--- config.mk ---
export PLATFORM = sky130hd
export DESIGN_NAME = fixed_partition_allocator_unit
export DESIGN_NICKNAME = d
export VERILOG_FILES = /design/src/rtl/fpa_pkg.sv /design/src/rtl/fpa_ctrl.sv /design/src/rtl/fpa_dp.sv /design/src/rtl/fixed_partition_allocator_unit.sv
export SDC_FILE = /design/constraint.sdc
export NUM_CORES = 1
export LEC_CHECK = 0
export ABC_AREA = 1
export ABC_CLOCK_PERIOD_IN_PS = 7050
export BUFFER_PORTS_ARGS = -buffer_cell sky130_fd_sc_hd__clkbuf_2
export CORE_ASPECT_RATIO = 0.75
export CORE_MARGIN = 2
export CORE_UTILIZATION = 51
export DETAILED_ROUTE_END_ITERATION = 8
export HOLD_SLACK_MARGIN = 0.06
export PLACE_DENSITY = 0.64
export SYNTH_ARGS = -nofsm -noshare
export SYNTH_HDL_FRONTEND = slang
export SYNTH_SLANG_ARGS = --single-unit
--- constraint.sdc ---
create_clock -name clk -period 7.05 [get_ports clk]
set_input_delay 0.705 -clock clk [delete_from_list [all_inputs] [get_ports clk]]
set_output_delay 0.705 -clock clk [all_outputs]
set_load 0.02 [all_outputs]
--- src/rtl/fpa_pkg.sv ---
// Shared constants, command codes and control structs of the fixed partition allocator.
`default_nettype none

package fpa_pkg;

    // Default sizes of the block table.
    localparam int DEF_MAX_BLOCKS = 16;
    localparam int DEF_SIZE_BITS  = 16;

    // Fixed widths of the port fields.
    localparam int CMD_W      = 2;
    localparam int BLK_IDX_W  = 4;
    localparam int SIZE_IN_W  = 16;
    localparam int POLICY_W   = 2;
    localparam int ACTIVE_W   = 5;
    localparam int CFG_IDX_W  = 2;
    localparam int CFG_DATA_W = 5;

    // Command codes.
    localparam logic [CMD_W-1:0] CMD_LOAD  = 2'd0;
    localparam logic [CMD_W-1:0] CMD_CLEAR = 2'd1;
    localparam logic [CMD_W-1:0] CMD_ALLOC = 2'd2;

    // Fit policy codes.
    localparam logic [POLICY_W-1:0] POL_FIRST = 2'd0;
    localparam logic [POLICY_W-1:0] POL_BEST  = 2'd1;
    localparam logic [POLICY_W-1:0] POL_WORST = 2'd2;

    // Configuration register indexes.
    localparam logic [CFG_IDX_W-1:0] CFG_FIT_POLICY    = 2'd0;
    localparam logic [CFG_IDX_W-1:0] CFG_ACTIVE_BLOCKS = 2'd1;

    // Reset value of the active block count.
    localparam logic [ACTIVE_W-1:0] ACTIVE_RESET = 5'd16;

    // Commands from the controller to the datapath.
    typedef struct packed {
        logic load;        // write the block size table
        logic clear;       // free every block
        logic scan_init;   // latch the request and restart the scan
        logic issue;       // read the next table entry
        logic finish;      // commit the pick and form the result
        logic zero_result; // result of a command that allocates nothing
    } fpa_cmd_t;

    // Status from the datapath to the controller.
    typedef struct packed {
        logic scan_done;   // every active entry has been read
    } fpa_stat_t;

endpackage

`default_nettype wire

--- src/rtl/fpa_ctrl.sv ---
// Controller state machine of the fixed partition allocator.
`default_nettype none

module fpa_ctrl (
    input  wire logic                    clk,
    input  wire logic                    rst_n,
    input  wire logic                    start,
    input  wire logic [fpa_pkg::CMD_W-1:0] command,
    input  wire fpa_pkg::fpa_stat_t      stat,
    output fpa_pkg::fpa_cmd_t            cmd,
    output logic                         busy,
    output logic                         done
);
    import fpa_pkg::*;

    localparam logic [1:0] ST_IDLE = 2'd0;
    localparam logic [1:0] ST_SCAN = 2'd1;
    localparam logic [1:0] ST_FIN  = 2'd2;

    logic [1:0] state_reg;
    logic [1:0] state_next;
    logic       done_reg;
    logic       done_next;
    logic       accept;

    assign accept = start && (state_reg == ST_IDLE);

    always_comb
    begin
        state_next = state_reg;
        done_next  = 1'b0;
        cmd        = '0;
        unique case (state_reg)
            ST_IDLE:
            begin
                if (accept)
                begin
                    if (command == CMD_ALLOC)
                    begin
                        cmd.scan_init = 1'b1;
                        state_next    = ST_SCAN;
                    end
                    else
                    begin
                        cmd.load        = (command == CMD_LOAD);
                        cmd.clear       = (command == CMD_CLEAR);
                        cmd.zero_result = 1'b1;
                        done_next       = 1'b1;
                    end
                end
            end
            ST_SCAN:
            begin
                // The last read is evaluated in the cycle that sees scan_done.
                if (stat.scan_done)
                begin
                    state_next = ST_FIN;
                end
                else
                begin
                    cmd.issue = 1'b1;
                end
            end
            ST_FIN:
            begin
                cmd.finish = 1'b1;
                done_next  = 1'b1;
                state_next = ST_IDLE;
            end
            default:
            begin
                state_next = ST_IDLE;
            end
        endcase
    end

    always_ff @(posedge clk or negedge rst_n)
    begin
        if (!rst_n)
        begin
            state_reg <= ST_IDLE;
            done_reg  <= 1'b0;
        end
        else
        begin
            state_reg <= state_next;
            done_reg  <= done_next;
        end
    end

    assign busy = (state_reg != ST_IDLE);
    assign done = done_reg;

endmodule

`default_nettype wire

--- src/rtl/fpa_dp.sv ---
// Datapath of the fixed partition allocator: size table, used marks, scan and pick.
`default_nettype none

module fpa_dp #(
    parameter int MAX_BLOCKS = fpa_pkg::DEF_MAX_BLOCKS,
    parameter int SIZE_BITS  = fpa_pkg::DEF_SIZE_BITS
) (
    input  wire logic                            clk,
    input  wire logic                            rst_n,
    input  wire fpa_pkg::fpa_cmd_t               cmd,
    output fpa_pkg::fpa_stat_t                   stat,
    input  wire logic [fpa_pkg::BLK_IDX_W-1:0]   block_index,
    input  wire logic [fpa_pkg::SIZE_IN_W-1:0]   size_value,
    input  wire logic                            cfg_we,
    input  wire logic [fpa_pkg::CFG_IDX_W-1:0]   cfg_index,
    input  wire logic [fpa_pkg::CFG_DATA_W-1:0]  cfg_data,
    output logic                                 granted,
    output logic [fpa_pkg::BLK_IDX_W-1:0]        chosen_block,
    output logic [fpa_pkg::SIZE_IN_W-1:0]        leftover
);
    import fpa_pkg::*;

    localparam int IDX_W = (MAX_BLOCKS > 1) ? $clog2(MAX_BLOCKS) : 1;
    localparam int CNT_W = $clog2(MAX_BLOCKS + 1);

    // Configuration registers.
    logic [POLICY_W-1:0] policy_reg;
    logic [ACTIVE_W-1:0] active_reg;

    always_ff @(posedge clk or negedge rst_n)
    begin
        if (!rst_n)
        begin
            policy_reg <= POL_FIRST;
            active_reg <= ACTIVE_RESET;
        end
        else if (cfg_we)
        begin
            unique case (cfg_index)
                CFG_FIT_POLICY:    policy_reg <= cfg_data[POLICY_W-1:0];
                CFG_ACTIVE_BLOCKS: active_reg <= cfg_data[ACTIVE_W-1:0];
                default:           ;
            endcase
        end
    end

    // Entries past the table are not searched.
    logic [CNT_W-1:0] scan_len;
    assign scan_len = (32'(active_reg) > MAX_BLOCKS) ? CNT_W'(MAX_BLOCKS)
                                                      : CNT_W'(active_reg);

    // Port fields brought to the internal widths.
    logic [IDX_W+BLK_IDX_W-1:0]     wr_idx_ext;
    logic [IDX_W-1:0]               wr_addr;
    logic                           wr_in_range;
    logic [SIZE_BITS+SIZE_IN_W-1:0] size_ext;
    logic [SIZE_BITS-1:0]           size_in;

    assign wr_idx_ext  = {{IDX_W{1'b0}}, block_index};
    assign wr_addr     = wr_idx_ext[IDX_W-1:0];
    assign wr_in_range = (32'(block_index) < MAX_BLOCKS);
    assign size_ext    = {{SIZE_BITS{1'b0}}, size_value};
    assign size_in     = size_ext[SIZE_BITS-1:0];

    // Scan counter.
    logic [CNT_W-1:0] cnt_reg;
    logic [IDX_W-1:0] rd_addr;

    assign rd_addr        = cnt_reg[IDX_W-1:0];
    assign stat.scan_done = (cnt_reg == scan_len);

    always_ff @(posedge clk or negedge rst_n)
    begin
        if (!rst_n)
        begin
            cnt_reg <= '0;
        end
        else if (cmd.scan_init)
        begin
            cnt_reg <= '0;
        end
        else if (cmd.issue)
        begin
            cnt_reg <= cnt_reg + CNT_W'(1);
        end
    end

    // Block size table with a registered read port.
    logic [SIZE_BITS-1:0] size_mem [MAX_BLOCKS];
    logic [SIZE_BITS-1:0] rd_data_reg;

    always_ff @(posedge clk)
    begin
        if (cmd.load && wr_in_range)
        begin
            size_mem[wr_addr] <= size_in;
        end
        if (cmd.issue)
        begin
            rd_data_reg <= size_mem[rd_addr];
        end
    end

    // The entry index travels alongside the read data.
    logic             eval_vld_reg;
    logic [IDX_W-1:0] eval_idx_reg;

    always_ff @(posedge clk or negedge rst_n)
    begin
        if (!rst_n)
        begin
            eval_vld_reg <= 1'b0;
            eval_idx_reg <= '0;
        end
        else
        begin
            eval_vld_reg <= cmd.issue;
            eval_idx_reg <= rd_addr;
        end
    end

    // Request and current pick.
    logic [SIZE_BITS-1:0] req_reg;
    logic                 found_reg;
    logic [IDX_W-1:0]     pick_idx_reg;
    logic [SIZE_BITS-1:0] pick_size_reg;
    logic [MAX_BLOCKS-1:0] used_reg;
    logic                 fits;
    logic                 take;

    assign fits = eval_vld_reg && !used_reg[eval_idx_reg] && (rd_data_reg >= req_reg);

    always_comb
    begin
        case (policy_reg)
            POL_FIRST: take = fits && !found_reg;
            POL_BEST:  take = fits && (!found_reg || (rd_data_reg < pick_size_reg));
            POL_WORST: take = fits && (rd_data_reg > pick_size_reg);
            default:   take = 1'b0;
        endcase
    end

    always_ff @(posedge clk or negedge rst_n)
    begin
        if (!rst_n)
        begin
            found_reg <= 1'b0;
        end
        else if (cmd.scan_init)
        begin
            found_reg <= 1'b0;
        end
        else if (take)
        begin
            found_reg <= 1'b1;
        end
    end

    always_ff @(posedge clk)
    begin
        if (cmd.scan_init)
        begin
            req_reg       <= size_in;
            pick_idx_reg  <= '0;
            pick_size_reg <= '0;
        end
        else if (take)
        begin
            pick_idx_reg  <= eval_idx_reg;
            pick_size_reg <= rd_data_reg;
        end
    end

    // Used marks.
    always_ff @(posedge clk or negedge rst_n)
    begin
        if (!rst_n)
        begin
            used_reg <= '0;
        end
        else if (cmd.clear)
        begin
            used_reg <= '0;
        end
        else if (cmd.finish && found_reg)
        begin
            used_reg[pick_idx_reg] <= 1'b1;
        end
    end

    // Result registers.
    logic [SIZE_BITS-1:0]           diff;
    logic [SIZE_BITS+SIZE_IN_W-1:0] diff_ext;
    logic [IDX_W+BLK_IDX_W-1:0]     pick_ext;
    logic                           granted_reg;
    logic [BLK_IDX_W-1:0]           chosen_reg;
    logic [SIZE_IN_W-1:0]           leftover_reg;

    assign diff     = pick_size_reg - req_reg;
    assign diff_ext = {{SIZE_IN_W{1'b0}}, diff};
    assign pick_ext = {{BLK_IDX_W{1'b0}}, pick_idx_reg};

    always_ff @(posedge clk or negedge rst_n)
    begin
        if (!rst_n)
        begin
            granted_reg  <= 1'b0;
            chosen_reg   <= '0;
            leftover_reg <= '0;
        end
        else if (cmd.zero_result)
        begin
            granted_reg  <= 1'b0;
            chosen_reg   <= '0;
            leftover_reg <= '0;
        end
        else if (cmd.finish)
        begin
            granted_reg  <= found_reg;
            chosen_reg   <= found_reg ? pick_ext[BLK_IDX_W-1:0] : '0;
            leftover_reg <= found_reg ? diff_ext[SIZE_IN_W-1:0] : '0;
        end
    end

    assign granted      = granted_reg;
    assign chosen_block = chosen_reg;
    assign leftover     = leftover_reg;

endmodule

`default_nettype wire

--- src/rtl/fixed_partition_allocator_unit.sv ---
// Top level of the fixed partition allocator: controller, datapath and configuration port.
`default_nettype none

// Load, clear and unknown commands give their result strobe in the cycle after the transfer.
// An allocate scans N = min(active_blocks, MAX_BLOCKS) entries through the one read port
// of the size table, one entry a cycle; busy stays high through the scan and finish states.
// The result is registered from the finish state; the next command may start as it shows.
// The result strobe lasts one cycle and the receiver cannot stall it.
// Reset clears the used marks and the control state and sets fit_policy to first fit and
// active_blocks to 16; the size table holds no defined value until it is loaded.
module fixed_partition_allocator_unit #(
    parameter int MAX_BLOCKS = fpa_pkg::DEF_MAX_BLOCKS,
    parameter int SIZE_BITS  = fpa_pkg::DEF_SIZE_BITS
) (
    input  wire logic                            clk,
    input  wire logic                            rst_n,
    // Command channel.
    input  wire logic                            start,
    output logic                                 busy,
    input  wire logic [fpa_pkg::CMD_W-1:0]       command,
    input  wire logic [fpa_pkg::BLK_IDX_W-1:0]   block_index,
    input  wire logic [fpa_pkg::SIZE_IN_W-1:0]   size_value,
    // Result channel.
    output logic                                 done,
    output logic                                 granted,
    output logic [fpa_pkg::BLK_IDX_W-1:0]        chosen_block,
    output logic [fpa_pkg::SIZE_IN_W-1:0]        leftover,
    // Configuration write channel.
    input  wire logic                            cfg_valid,
    output logic                                 cfg_ready,
    input  wire logic [fpa_pkg::CFG_IDX_W-1:0]   cfg_index,
    input  wire logic [fpa_pkg::CFG_DATA_W-1:0]  cfg_data
);
    import fpa_pkg::*;

    fpa_cmd_t  cmd;
    fpa_stat_t stat;

    // Configuration registers take a transfer in any cycle.
    assign cfg_ready = 1'b1;

    // The controller sequences each command; it sees only start, command and scan status.
    fpa_ctrl u_ctrl (
        .clk     (clk),
        .rst_n   (rst_n),
        .start   (start),
        .command (command),
        .stat    (stat),
        .cmd     (cmd),
        .busy    (busy),
        .done    (done)
    );

    // The datapath holds the table, the used marks, the scan pointer and the running pick.
    fpa_dp #(
        .MAX_BLOCKS (MAX_BLOCKS),
        .SIZE_BITS  (SIZE_BITS)
    ) u_dp (
        .clk          (clk),
        .rst_n        (rst_n),
        .cmd          (cmd),
        .stat         (stat),
        .block_index  (block_index),
        .size_value   (size_value),
        .cfg_we       (cfg_valid && cfg_ready),
        .cfg_index    (cfg_index),
        .cfg_data     (cfg_data),
        .granted      (granted),
        .chosen_block (chosen_block),
        .leftover     (leftover)
    );

`ifndef SYNTHESIS
    // A refused request reports neither a block nor a fragment.
    a_reject_is_zero: assert property (@(posedge clk) disable iff (!rst_n)
        (done && !granted) |-> (chosen_block == '0) && (leftover == '0))
        else $error("refused request carries a nonzero index or leftover");

    // Commands other than allocate answer in the next cycle.
    a_short_cmd_answers: assert property (@(posedge clk) disable iff (!rst_n)
        (start && !busy && (command != CMD_ALLOC)) |=> done)
        else $error("load, clear or unknown command gave no result");

    // An allocate occupies the block and gives no result in the next cycle.
    a_alloc_busy: assert property (@(posedge clk) disable iff (!rst_n)
        (start && !busy && (command == CMD_ALLOC)) |=> (busy && !done))
        else $error("allocate did not start a scan");

    // A result is only shown once the block has gone idle again.
    a_done_idle: assert property (@(posedge clk) disable iff (!rst_n)
        done |-> !busy)
        else $error("result strobe while the scan is still running");
`endif

endmodule

`default_nettype wire

==> flow_metrics.env <==
export IMPL_outcome="finished, final reports clean"
export IMPL_fp_dieW_microns=207.2
export IMPL_yosysTopAreaCellShare_pct=54.74
export IMPL_use_met3_pct=7.044
export IMPL_largest_register="u_dp.size_mem"
export IMPL_grt_pass1_vias=10350
export IMPL_tns_ps=0
export IMPL_clk_latency_ps=530
export IMPL_top_usage_layer="met1"
export IMPL_finalCritPeriodShare_pct=46.44
export IMPL_vdd_drop_max_v=0.0002128
export IMPL_ys_top_cells_by_area="edfxtp_1 55%, dfrtp_1 9.0%, o21ai_0 5.4%, nor2_1 5.1%, nand2_1 4.3%"
export IMPL_ys_top_cells_by_count="288 x edfxtp_1, 213 x nor2_1, 182 x nand2_1, 169 x o21ai_0, 127 x inv_1"
export IMPL_synth_nets=1510
export IMPL_htreeDepth=2
export IMPL_worstPathCellList="clkinv_1, buf_4, nand4_1, o21ai_0, inv_1, nand2_1, inv_1, nand4_1, o21ai_0, a21oi_1"
export IMPL_worstPathRequired_ps=7460
export IMPL_crit_start="u_dp.cnt_reg[1]"
export IMPL_slowest_stage="dfrtp_2"
export IMPL_port_buffers=55
export IMPL_dieHeight_microns=156.4
export IMPL_end_kind="flip-flop"
export IMPL_crit_fanout=69
export IMPL_place_ws_ps=3783
export IMPL_core_area_sq_um=30350
export IMPL_fin_area_sq_um=17630
export IMPL_slowest_delay_ps=1160
export IMPL_synth_area_sq_um=15800
export IMPL_grt_pass1_wl_microns=60670
export IMPL_finalHoldViolations=0
export IMPL_num_rows=55
export IMPL_drive_above_1_share_pct=9.664
export IMPL_antennaDiodeCount=0
export IMPL_cts_resized_gates=0
export IMPL_placed_area_sq_um=16400
export IMPL_timing_hold_ws_ps=302.8
export IMPL_first_pass_iters=5
export IMPL_yosys_warnings=0
export IMPL_viasPerCell=5.726
export IMPL_ant_nets=0
export IMPL_path_buf_inv=4
export IMPL_cp_top_family="buffers and inverters"
export IMPL_leakage_nw=6.870
export IMPL_synth_flop_cell="edfxtp_1"
export IMPL_startpoint_type="flip-flop"
export IMPL_synth_largest_area_cell="edfxtp_1"
export IMPL_antenna_found_initial=0
export IMPL_clock_path_buffers=3
export IMPL_finalCriticalPeriod_ps=3274
export IMPL_cts_tree="built"
export IMPL_syn_area_per_cell_sq_um=11.09
export IMPL_wl_microns=39600
export IMPL_cts_setup_buffers=0
export IMPL_layout_setup_ws_ps=3776
export IMPL_synth_edff_count=288
export IMPL_arrival_ps=3680
export IMPL_min_path_type="input pin to async pin"
export IMPL_cp_depth=10
export IMPL_ys_ff_latch=366
export IMPL_pin_count=57
export IMPL_gp_congestion=0.9294
export IMPL_total_power_mw=7.018
export IMPL_post_route_drc_count=0
export IMPL_grt_max_degree=107
export IMPL_fin_cells=1889
export IMPL_grtUsageMet1_pct=36.19
export IMPL_met2_usage_pct=36.16
export IMPL_syn_to_final_growth_pct=11.58
export IMPL_rsz0062_at_grt="no"
export IMPL_worst_setup_path_type="flip-flop to flip-flop"
export IMPL_wl_per_cell_microns=20.96
export IMPL_setup_viol=0
export IMPL_initial_core_util_pct=52.06
export IMPL_synth_most_common_cell="edfxtp_1"
export IMPL_power_density_nw_per_um2=398.1
export IMPL_vias=10817
export IMPL_slew_limit_headroom_pct=18.15
export IMPL_report_final_slew_viol_count=0
export IMPL_worst_pin_slew_ps=1228
export IMPL_fin_util_pct=58.09
export IMPL_nFillCells=2494
export IMPL_largest_register_ffs=256
export IMPL_worstRegToRegCells=10
export IMPL_r2r_start="u_dp.cnt_reg[1]"
export IMPL_yosysUniqueCellTypes=41
export IMPL_netlist_instances=1425
export IMPL_r2r_slack_ps=3780
export IMPL_ctsRootBufferMaster="clkbuf_16"
export IMPL_gr_total_overflow=0
export IMPL_clkTransAtPathRegs_ps=70
export IMPL_endpoint="u_dp.cnt_reg[3]"
export IMPL_synth_async_reset_ratio_pct=15.85
export IMPL_skew_ps=21.88
export IMPL_timing_rr_end="u_dp.cnt_reg[3]"
export IMPL_cts_hold_buf=0
export IMPL_max_freq_mhz=305.4
export IMPL_placedCellCount=1822
export IMPL_cts_sinks=366
export IMPL_post_dp_hpwl_microns=26130
export IMPL_synth_yosys_seq_area_share_pct=66.47
export IMPL_cts_buffers=37
export IMPL_die_area_sq_um=32420
export IMPL_nNetsFinal=1547
export IMPL_drt_iter0_drc=998
export IMPL_global_route_usage_total_pct=24.60
export IMPL_max_cap_violations=0
[worst min-delay path by stage]
stage / to / slack (ps)
floorplan: u_dp.eval_idx_reg[2] / 390
global placement: u_dp.eval_idx_reg[3] / 450
detailed placement: u_dp.eval_idx_reg[3] / 440
CTS: u_dp.leftover[11] / 330
global route: u_dp.leftover[11] / 370
finish: u_dp.leftover[11] / 300
[layer usage]
layer  vias up  part of all wire [%]
met3        58                   9.0
met4         0                   1.9
met1      5255                    46
li1       5110                     -
met2       394                    43
met5         -                     0
[logic make-up after synthesis]
| family | Yosys count | share of synthesized area [%] |
|---|---|---|
| AND/OR/NAND/NOR | 482 | 12.43 |
| flip-flops | 366 | 66.47 |
| adder cells (fa/ha/maj) | 52 | 4.166 |
| AO/OA/AOI/OAI | 321 | 11.53 |
| other | 1 | 0.02374 |
| buffers and inverters | 195 | 4.910 |
| multiplexers | 2 | 0.1425 |
| XOR/XNOR | 6 | 0.3326 |
[power breakdown]
group          internal (mW)  switching, mW
Combinational          0.672           1.51
Clock                   1.19          0.817
Sequential              2.60          0.227
[area by class of cell]
type	instances	area, sq um	area share (%)
sequential	366	10510	59.60
multi-input combinational	864	4567	25.91
clock inverter	22	267.8	1.519
clock buffer	45	955.9	5.423
inverter	128	481.7	2.733
tap	399	499.2	2.832
timing repair buffer	65	350.3	1.987
[worst register-to-register path, stage by stage (launching register included)]
cell and delay (ps):
dfrtp_2 1160, clkinv_1 220, buf_4 360, nand4_1 160
o21ai_0 80, inv_1 60, nand2_1 80, inv_1 570
nand4_1 190, o21ai_0 210, a21oi_1 60
[placed cells by master, fill, tap and decap left out, types with 2 or more instances in the layout]
master	n
clkinv_4	2
mux2_2	2
nor3_1	5
nor2_2	18
o22ai_1	38
clkbuf_2	55
xor2_1	4
clkbuf_1	8
nand2_1	182
inv_1	125
nand4_1	26
clkinv_2	7
dfxtp_1	20
ha_1	51
o21bai_1	3
nor4_1	2
clkinv_1	8
bufinv_16	6
o21ai_0	169
nand3_1	49
a31oi_1	5
inv_6	2
nor2_1	197
o221ai_1	26
a21oi_1	52
o21ai_1	7
o21a_1	2
o211ai_1	9
edfxtp_1	288
a21o_1	5
clkbuf_16	37
xnor2_1	2
dfrtp_1	55
buf_4	10
Power figures use the tool's default switching activity.
